$ cat src/design/olss_pkg.sv
`default_nettype none

package olss_pkg;

  localparam int WORD_W  = 32;
  localparam int INDEX_W = 4;
  localparam int COUNT_W = 5;
  localparam int CMD_W   = 3;

  typedef enum logic [CMD_W-1:0] {
    CMD_APPEND = 3'd0,
    CMD_INSERT = 3'd1,
    CMD_REMOVE = 3'd2,
    CMD_READ   = 3'd3,
    CMD_SEARCH = 3'd4
  } cmd_t;

  typedef enum logic [1:0] {
    ST_OK        = 2'd0,
    ST_BAD_INDEX = 2'd1,
    ST_FULL      = 2'd2,
    ST_NOT_FOUND = 2'd3
  } status_t;

  // What a cell loads on the next edge.
  typedef enum logic [1:0] {
    ACT_HOLD  = 2'd0,
    ACT_LOAD  = 2'd1,
    ACT_LEFT  = 2'd2,
    ACT_RIGHT = 2'd3
  } act_t;

  typedef struct packed {
    logic [WORD_W-1:0] data;
    logic              match;
  } cell_out_t;

endpackage

`default_nettype wire

$ cat src/design/olss_cell.sv
`default_nettype none

module olss_cell (
  input  wire                        clk,
  input  olss_pkg::act_t             act,
  input  wire  [olss_pkg::WORD_W-1:0] word,
  input  wire  [olss_pkg::WORD_W-1:0] left_data,
  input  wire  [olss_pkg::WORD_W-1:0] right_data,
  output olss_pkg::cell_out_t        cell_q
);
  import olss_pkg::*;

  logic [WORD_W-1:0] data_r;
  logic [WORD_W-1:0] data_nxt;

  always_comb begin
    unique case (act)
      ACT_LOAD:  data_nxt = word;
      ACT_LEFT:  data_nxt = left_data;
      ACT_RIGHT: data_nxt = right_data;
      default:   data_nxt = data_r;
    endcase
  end

  always_ff @(posedge clk) begin
    data_r <= data_nxt;
  end

  assign cell_q.data  = data_r;
  assign cell_q.match = (data_r == word);

endmodule

`default_nettype wire

$ cat src/design/ordered_list_shift_store.sv
// A result strobes on out_valid in the cycle after start is taken.
// Throughput: one command per cycle; busy stays low, and every cell moves at the same edge.
// The receiver cannot stall: each result word is shown for exactly one cycle.
// Reset (rst_n low, synchronous) empties the list and drops any pending result;
// entry contents are unknown until written, and only written entries are read.
`default_nettype none

module ordered_list_shift_store #(
  parameter int DEPTH = 16
) (
  input  wire                               clk,
  input  wire                               rst_n,
  input  wire                               start,
  output logic                              busy,
  input  wire  [olss_pkg::CMD_W-1:0]        in_command,
  input  wire  [olss_pkg::INDEX_W-1:0]      in_index,
  input  wire  signed [olss_pkg::WORD_W-1:0] in_value,
  output logic                              out_valid,
  output logic [1:0]                        out_status,
  output logic signed [olss_pkg::WORD_W-1:0] out_read_value,
  output logic [olss_pkg::INDEX_W-1:0]      out_found_index,
  output logic [olss_pkg::COUNT_W-1:0]      out_item_count
);
  import olss_pkg::*;

  // Count width, and a compare width wide enough for both count and index.
  localparam int CW   = $clog2(DEPTH + 1);
  localparam int CMPW = (CW > COUNT_W) ? CW : COUNT_W;

  logic [CW-1:0]       cnt_r;
  logic                out_valid_r;
  status_t             status_r;
  logic [WORD_W-1:0]   read_r;
  logic [INDEX_W-1:0]  found_r;
  logic [CMPW-1:0]     cnt_out_r;

  logic                accept;
  cmd_t                cmd;
  logic [CMPW-1:0]     cnt_ext;
  logic [CMPW-1:0]     pos_ext;
  logic                full;
  logic [CMPW-1:0]     cnt_nxt;
  status_t             status_nxt;
  logic [WORD_W-1:0]   read_nxt;
  logic [INDEX_W-1:0]  found_nxt;
  logic                hit;
  logic [INDEX_W-1:0]  hit_idx;
  logic [WORD_W-1:0]   rd_sel;

  act_t                act [DEPTH];
  cell_out_t           cell_q [DEPTH];

  assign busy    = 1'b0;
  assign accept  = start & ~busy;
  assign cmd     = cmd_t'(in_command);
  assign cnt_ext = CMPW'(cnt_r);
  assign pos_ext = CMPW'(in_index);
  assign full    = (cnt_ext == CMPW'(DEPTH));

  // The row of cells: each word sits in one cell and can take its
  // neighbor's word on the next edge, so every word of a shift moves at the same edge.
  for (genvar g = 0; g < DEPTH; g++) begin : g_cell
    logic [WORD_W-1:0] left_w;
    logic [WORD_W-1:0] right_w;

    if (g == 0) begin : g_first
      assign left_w = '0;
    end else begin : g_mid_l
      assign left_w = cell_q[g-1].data;
    end

    if (g == DEPTH - 1) begin : g_last
      assign right_w = '0;
    end else begin : g_mid_r
      assign right_w = cell_q[g+1].data;
    end

    olss_cell u_cell (
      .clk        (clk),
      .act        (act[g]),
      .word       (in_value),
      .left_data  (left_w),
      .right_data (right_w),
      .cell_q     (cell_q[g])
    );
  end

  // Pick the addressed word and the first live match; each cell compares
  // against the search word on its own.
  always_comb begin
    hit     = 1'b0;
    hit_idx = '0;
    rd_sel  = '0;
    for (int i = DEPTH - 1; i >= 0; i--) begin
      if (cell_q[i].match && (CMPW'(i) < cnt_ext)) begin
        hit     = 1'b1;
        hit_idx = INDEX_W'(i);
      end
    end
    for (int i = 0; i < DEPTH; i++) begin
      if (pos_ext == CMPW'(i)) begin
        rd_sel = rd_sel | cell_q[i].data;
      end
    end
  end

  // Decode the command into one action per cell plus the result word.
  always_comb begin
    status_nxt = ST_OK;
    read_nxt   = '0;
    found_nxt  = '0;
    cnt_nxt    = cnt_ext;
    for (int i = 0; i < DEPTH; i++) begin
      act[i] = ACT_HOLD;
    end
    if (accept) begin
      unique case (cmd)
        CMD_APPEND: begin
          if (full) begin
            status_nxt = ST_FULL;
          end else begin
            // write at the tail
            for (int i = 0; i < DEPTH; i++) begin
              if (CMPW'(i) == cnt_ext) act[i] = ACT_LOAD;
            end
            cnt_nxt = cnt_ext + CMPW'(1);
          end
        end
        CMD_INSERT: begin
          if (pos_ext > cnt_ext) begin
            status_nxt = ST_BAD_INDEX;
          end else if (full) begin
            status_nxt = ST_FULL;
          end else begin
            // open a slot at the index, advance the tail up by one
            for (int i = 0; i < DEPTH; i++) begin
              if (CMPW'(i) == pos_ext) begin
                act[i] = ACT_LOAD;
              end else if ((CMPW'(i) > pos_ext) && (CMPW'(i) <= cnt_ext)) begin
                act[i] = ACT_LEFT;
              end
            end
            cnt_nxt = cnt_ext + CMPW'(1);
          end
        end
        CMD_REMOVE: begin
          if (pos_ext >= cnt_ext) begin
            status_nxt = ST_BAD_INDEX;
          end else begin
            // close the gap: later words drop down by one
            for (int i = 0; i < DEPTH; i++) begin
              if ((CMPW'(i) >= pos_ext) && (CMPW'(i + 1) < cnt_ext)) begin
                act[i] = ACT_RIGHT;
              end
            end
            cnt_nxt = cnt_ext - CMPW'(1);
          end
        end
        CMD_READ: begin
          if (pos_ext >= cnt_ext) begin
            status_nxt = ST_BAD_INDEX;
          end else begin
            read_nxt = rd_sel;
          end
        end
        CMD_SEARCH: begin
          if (hit) begin
            found_nxt = hit_idx;
          end else begin
            status_nxt = ST_NOT_FOUND;
          end
        end
        default: begin
          // unknown command: leave the list alone, report ok
        end
      endcase
    end
  end

  // Control state: fill count and result strobe.
  always_ff @(posedge clk) begin
    if (!rst_n) begin
      cnt_r       <= '0;
      out_valid_r <= 1'b0;
    end else begin
      cnt_r       <= cnt_nxt[CW-1:0];
      out_valid_r <= accept;
    end
  end

  // Result word; holds no meaning while the strobe is low.
  always_ff @(posedge clk) begin
    if (accept) begin
      status_r  <= status_nxt;
      read_r    <= read_nxt;
      found_r   <= found_nxt;
      cnt_out_r <= cnt_nxt;
    end
  end

  assign out_valid       = out_valid_r;
  assign out_status      = status_r;
  assign out_read_value  = read_r;
  assign out_found_index = found_r;
  assign out_item_count  = cnt_out_r[COUNT_W-1:0];

endmodule

`default_nettype wire

$ cat config.mk
export PLATFORM = sky130hd
export DESIGN_NAME = ordered_list_shift_store
export DESIGN_NICKNAME = d
export VERILOG_FILES = /design/src/design/olss_pkg.sv /design/src/design/olss_cell.sv /design/src/design/ordered_list_shift_store.sv
export SDC_FILE = /design/constraint.sdc
export NUM_CORES = 2
export LEC_CHECK = 0
export BUFFER_PORTS_ARGS = -buffer_cell sky130_fd_sc_hd__buf_2
export CAP_MARGIN = 20
export CORE_MARGIN = 3
export CORE_UTILIZATION = 23
export CTS_CLUSTER_DIAMETER = 50
export DETAILED_ROUTE_END_ITERATION = 8
export SLEW_MARGIN = 20
export SYNTH_ARGS = -nofsm -noshare
export SYNTH_HDL_FRONTEND = slang
export SYNTH_SLANG_ARGS = --single-unit
export TNS_END_PERCENT = 5
$ cat constraint.sdc
create_clock -name clk -period 5.7 [get_ports clk]
set_input_delay 1.14 -clock clk [delete_from_list [all_inputs] [get_ports clk]]
set_output_delay 1.14 -clock clk [all_outputs]
set_load 0.01 [all_outputs]
# Word level (Yosys, flattened, before mapping)
# Cells that the tools add are included.
dict set report word_totals {
  mem_count 0
  latch_bits 0
  elab_cells 442
  in_bits 42
  output_inout_bits 45
  ff_bits 561
  mem_bits_rw 0
  romBits 0
}
dict set report op_classes {
  n_eq_ne 114
  bitwise_logic 18
  n_lt_le_gt_ge 67
  div 0
  addsub 2
  mux 143
  reduce_logical 73
  shifts 0
  multipliers 0
}
# operator count
set ops {}
lappend ops {{$pmux W32 S3} 17}
lappend ops {{$mux W32} 20}
lappend ops {{$eq A32 B32 Y1} 16}
lappend ops {{$or A32 B32 Y32} 15}
lappend ops {{$mux W2} 53}
lappend ops {{$eq A2 B2 Y1 const B} 32}
lappend ops {{$logic_and A1 B1 Y1} 48}
lappend ops {{$reduce_bool A3 Y1} 16}
lappend ops {{$eq A4 B5 Y1 const A} 8}
lappend ops {{$le A4 B5 Y1 const A} 8}
lappend ops {{$lt A4 B5 Y1 const A} 8}
lappend ops {{$mux W1} 34}
lappend ops {{$eq A2 B1 Y1 const B} 16}
lappend ops {{$eq A4 B4 Y1 const A} 8}
lappend ops {{$eq A4 B4 Y1 const B} 8}
lappend ops {{$ge A4 B4 Y1 const A} 8}
lappend ops {{$gt A4 B4 Y1 const A} 8}
lappend ops {{$mux W4} 8}
lappend ops {{$mux W31} 1}
lappend ops {{$eq A3 B5 Y1 const A} 4}
lappend ops {{$le A3 B5 Y1 const A} 4}
lappend ops {{$lt A3 B5 Y1 const A} 4}
lappend ops {{$mux W5} 4}
lappend ops {{$eq A3 B4 Y1 const A} 4}
lappend ops {{37 further kinds} 65}

# Depth between registers and ports, before layout
dict set report depth {
  word_depth 32
  ltp_mapped 16
}

# Cells and area by module
# A second synthesis with hierarchy kept.
dict set report unflattened {
  cells_unflattened 3693
  area_unflattened_um2 37873.8
}
# mod instances cells_each seq_area_each_um2 area_each_um2
set by_module_without_submodules {}
lappend by_module_without_submodules {olss_cell 16 183 960.9 1986.9}
lappend by_module_without_submodules {ordered_list_shift_store 1 765 1411.4 6083.3}

# Worst setup path before layout
# Ideal clock, no wire load.
dict set report synth_path {
  path_kind {input to register}
  startpoint {input port in_index[0] in the netlist's numbering}
  endpoint {register g_cell[9].u_cell.data_r[0] (enable)}
  setup_time_ns 0.466
  n_path_buf 3
  t_arrival_ns 5.382
  path_slack_ns -0.148
  cell_stages 12
  cell_sequence {clkbuf_1 > inv_1 > ha_1 > inv_1 > a21oi_1 > nor2_2 > nand2_1 > buf_2 > nor3_1 > a221oi_4 > buf_2 > o21ai_0}
}
dict set report synth_between {
  elab_chain_len 10
  elab_cells_between_ends 19
  cone_classes {order compare (4); eq/ne (4); mux (8); reduce/logical (3)}
}
# item line
set synth_lines {}
lappend synth_lines {{start: declaration} ordered_list_shift_store.sv:16} ;# input wire [olss_pkg::INDEX_W-1:0] in_index,
lappend synth_lines {{$gt A4 B4 Y1} ordered_list_shift_store.sv:139} ;# end else if ((CMPW'(i) > pos_ext) && (CMPW'(i) <= cnt_ext)) begin
lappend synth_lines {{$logic_and A1 B1 Y1} ordered_list_shift_store.sv:139}
lappend synth_lines {{$mux W2} ordered_list_shift_store.sv:139}
lappend synth_lines {{$mux W2} ordered_list_shift_store.sv:137} ;# if (CMPW'(i) == pos_ext) begin
lappend synth_lines {{$mux W32} ordered_list_shift_store.sv:132} ;# end else if (full) begin
lappend synth_lines {{$mux W32} ordered_list_shift_store.sv:130} ;# if (pos_ext > cnt_ext) begin
lappend synth_lines {{$pmux W32 S3 (*)} ordered_list_shift_store.sv:117} ;# unique case (cmd)
lappend synth_lines {{$mux W32 (*)} ordered_list_shift_store.sv:116} ;# if (accept) begin
lappend synth_lines {{$eq A2 B1 Y1 / $eq A2 B2 Y1 (equally long branches)} olss_cell.sv:17} ;# unique case (act)
lappend synth_lines {{$reduce_bool A3 Y1 (no line) (*)} -}
lappend synth_lines {{end signal: assignment} olss_cell.sv:26} ;# data_r <= data_nxt;
lappend synth_lines {{end: declaration} olss_cell.sv:13} ;# logic [WORD_W-1:0] data_r;
# Every way passes the cells marked *; elsewhere a longest branch is shown, timed or not.
# A chain may end at the register's enable or synchronous reset.

# Worst setup path in the final report
dict set report layout_path {
  startpoint {input port in_value[19] in the netlist's numbering}
  endpoint {register found_r[2], in the netlist out_found_index[2] (data pin)}
}
dict set report layout_between {
  elab_chain_len 20
  elab_cells_between_ends 62
  cone_classes {eq/ne (16); mux (28); bitwise (1); reduce/logical (17)}
}
# item line
set layout_lines {}
lappend layout_lines {{start: declaration} ordered_list_shift_store.sv:17} ;# input wire signed [olss_pkg::WORD_W-1:0] in_value,
lappend layout_lines {{$eq A32 B32 Y1} olss_cell.sv:30} ;# assign cell_q.match = (data_r == word);
lappend layout_lines {{$logic_and A1 B1 Y1} ordered_list_shift_store.sv:95} ;# if (cell_q[i].match && (CMPW'(i) < cnt_ext)) begin
lappend layout_lines {{$mux W1 (16 in a row)} ordered_list_shift_store.sv:95}
lappend layout_lines {{$not A1 Y1 (no line)} -}
lappend layout_lines {{$reduce_or A6 Y1 (no line)} -}
lappend layout_lines {{end signal: assignment} ordered_list_shift_store.sv:196} ;# found_r <= found_nxt;
lappend layout_lines {{end: declaration} ordered_list_shift_store.sv:34} ;# logic [INDEX_W-1:0] found_r;
# Parallel ways exist; a longest one is shown, timed or not.

==> out/metrics.cfg <==
[final_layout]
nets = 3812
final_cells = 6035
n_fill_cell = 17304
syn_to_final_growth_pct = 16.3
multiInputGateArea_um2 = 19900
mostFrequentLayoutCell = edfxtp_1
final_util_pct = 27.0
register_area_um2 = 16800
drive_gt1_share_pct = 14.3
mostFrequentLayoutCells = edfxtp_1, nand2_1, mux2i_1, xor2_1, o21ai_0

[cts]
cts_tree = yes
cts_root_buffer = clkbuf_16
cts_made_buffers = 91
cts.clk_slew.worst_paths_ns = 0.06
numClockSinks = 561
cts_hold_buf = 0
post_cts_buffers = 0
clk_path_buf_depth = 3
insertion_delay_ns = 0.76
htree_levels = 3
cts_resized = 0

[route]
detail_route.wl_per_cell_um = 37.5
dr_total_vias = 34058
drc_errors = 0
wl_met1_um = 90600
drt_iter0_markers = 5830
totalWireLength_um = 226000
met3_length_um = 28200
antenna_left = 0
met2_length_um = 93600
dr.pass1.iters = 9
vias_per_cell = 5.64
top_layer_used = met5

[die]
die_w_um = 414
core-area_um2 = 165000
fp-row-count = 149
boundaryPins = 87
start_util_pct = 23.2
die_height_um = 414
die_area_um2 = 172000

[critical_path]
cp_num_cells = 11
path_buf_inv = 2
reg2reg_slack_ns = 1.24
arrival_ns = 5.43
cp_top_family = simple AND/OR/NAND/NOR gates
rr_worst_depth = 10
endpoint = out_found_index[2]$_SDFFCE_PP0P_
end_kind = register
crit_fanout = 32
crit_slowest_cell = nor4_1
worst-setup-path-type = input pin to register
cp_slowest_stage_delay_ns = 1.00
rr_endpoint = out_found_index[2]$_SDFFCE_PP0P_
crit_top_cell = nor4_1
worstReg2RegStart = g_cell[2].u_cell.data_r[21]$_DFFE_PP_
startpoint_type = input pin
startpoint = in_value[19]
cp.required_ns = 6.27
path_cells = buf_2, xor2_1, nor4_1, nand4_1, or4_4, nor2b_4, nand2b_2, nor4_1, or3_4, nor3_1, buf_4

[sta]
holdWs_ns = 0.668
rsz0062_at_grt = no
fin_crit_ns = 4.86
fin_crit_sh_pct = 85.2
timing.fmax_ghz = 0.206
setup_viol = 0
tightest_slew_ns = 1.31
hold_viol_final = 0
slew-limit-headroom_pct = 10.1
drv_slew = 0
finalClockSkew_ns = 0.0781

[power_and_ir_drop]
p_leak_nw = 18.2
power_frac_comb_pct = 10.6
p_per_area_nw_per_um2 = 259
switching_share_pct = 28.6
p_seq_share_pct = 39.8
power.switching_mw = 3.30
ir_drop_mv = 0.242
total_power_mw = 11.5
clockPowerShare_pct = 49.6
cellInternalPower_mw = 8.25

[synth]
ys_seq_area_share_pct = 43.7
synth_edf_count = 555
yosysUniqueCellTypes = 67
avgSynthCellArea_um2 = 10.2
syn_area_um2 = 38400
synth_nets = 3807
netlist_instances = 3756
yosysWarnings = 0
synth-async-reset-ratio_pct = 0
synth_seq_cells = 561
synth_ff_type = edfxtp_1

[global_routing]
overflow = 0
grt_pass1_vias = 30710
grt_first_pass_wirelength_um = 298000
track_usage_pct = 25.3
antenna_found_initial = 33
grt_max_degree = 65

[placed_design]
portBuffers = 85
dp.cells = 5857
hpwl_um = 164000
gp_congestion = 1.08

[outcome]
status = complete, no violations

[worst_hold_path]
worstHoldPathType = register to register

[run]
drv_cap = 0

-- worst reg2reg max path, delay by kind of cell (launching register included) --
kind,cells,cell delay [ns]
AND/OR/NAND/NOR,8,3.30
flip-flops,1,0.52
XOR/XNOR,1,0.28
buffers and inverters,1,0.20
-- Yosys cell counts, drive strengths merged (3+ instances only) --
cell type,number,share of area (%)
a211oi,6,0.12
a21o,4,0.078
a21oi,101,1.3
a221o,33,0.86
a221oi,108,3.0
a22o,34,0.78
a31oi,35,0.57
and2,12,0.20
and3,6,0.098
buf,210,3.8
clkbuf,152,1.5
dfxtp,6,0.31
edfxtp,555,43
ha,9,0.29
inv,15,0.15
mux2,32,0.94
mux2i,512,13
nand2,534,5.2
nand2b,8,0.14
nand3,23,0.31
nand4,34,0.57
nor2,103,1.0
nor2b,7,0.13
nor3,36,0.52
nor4,117,2.0
o21a,3,0.059
o21ai,508,6.7
or2,7,0.11
or3,5,0.095
or4,5,0.13
xnor2,70,1.6
xor2,444,10
-- layer usage --
metal,vias to the layer above,GRT usage (%)
li1,13813,-
met1,16996,33.7
met2,2668,36.8
met3,567,8.17
met4,14,12.2
met5,-,0
-- how the worst min path moves through the flow --
stage	startpoint	to	cells past startpoint
after floorplan	g_cell[1].u_cell.data_r[31]$_DFFE_PP_	g_cell[0].u_cell.data_r[31]$_DFFE_PP_	1
after global placement	g_cell[1].u_cell.data_r[25]$_DFFE_PP_	g_cell[0].u_cell.data_r[25]$_DFFE_PP_	1
after detailed placement	g_cell[1].u_cell.data_r[22]$_DFFE_PP_	g_cell[0].u_cell.data_r[22]$_DFFE_PP_	1
after CTS	rst_n	cnt_ext[0]$_SDFF_PN0_	2
after global routing	rst_n	cnt_ext[0]$_SDFF_PN0_	2
final	g_cell[1].u_cell.data_r[22]$_DFFE_PP_	g_cell[0].u_cell.data_r[22]$_DFFE_PP_	1
-- power by group through the flow --
stage | clock [mW] | sequential [mW] | combinational, mW
6_report | 5.73 | 4.59 | 1.22
5_1_grt | 5.93 | 4.59 | 1.25
4_1_cts | 5.76 | 4.59 | 1.17
3_5_place_dp | 0 | 4.68 | 1.16
3_3_place_gp | 0 | 4.68 | 1.16
2_1_floorplan | 0 | 4.68 | 0.643
-- state kept, by name, summed over array words and instances (netlist names) --
signal,cells
g_cell.u_cell.data_r,512
out_read_value,32
cnt_ext,5
out_item_count,5
out_found_index,4
out_status,2
out_valid,1
-- layout make-up --
cell class              instances  share of cell area (%)
flip-flops and latches        561                    37.6
multi-input cells            2818                    44.6
diodes                         11                  0.0617
repair buffers                274                    4.61
clock buffers                 100                    5.18
inverters                      15                   0.126
clock inverters                67                    1.65
well taps                    2189                    6.14
-- cell families (layout without fill, tap and decap cells) --
group / count (synthesis) / count (layout) / synth area share [%]
compound gates: 846 / 846 / 13.7
xor+xnor: 514 / 514 / 11.7
fa+ha+maj: 9 / 9 / 0.293
buf+inv: 377 / 456 / 5.47
flops: 561 / 561 / 43.7
mux: 544 / 544 / 14.3
other cells: 1 / 12 / 0.00977
simple gates: 904 / 904 / 10.7
-- stage by stage --
step                setup slack (ns)  setup TNS [ns]  cell area (um2)
finish                         0.843               0            44600
global route                   0.876               0            44600
CTS                             1.01               0            44600
detailed placement             0.274               0            41500
global placement               0.327               0            41500
floorplan                     -0.115           -9.99            38400
Power figures use the tool's default switching activity.
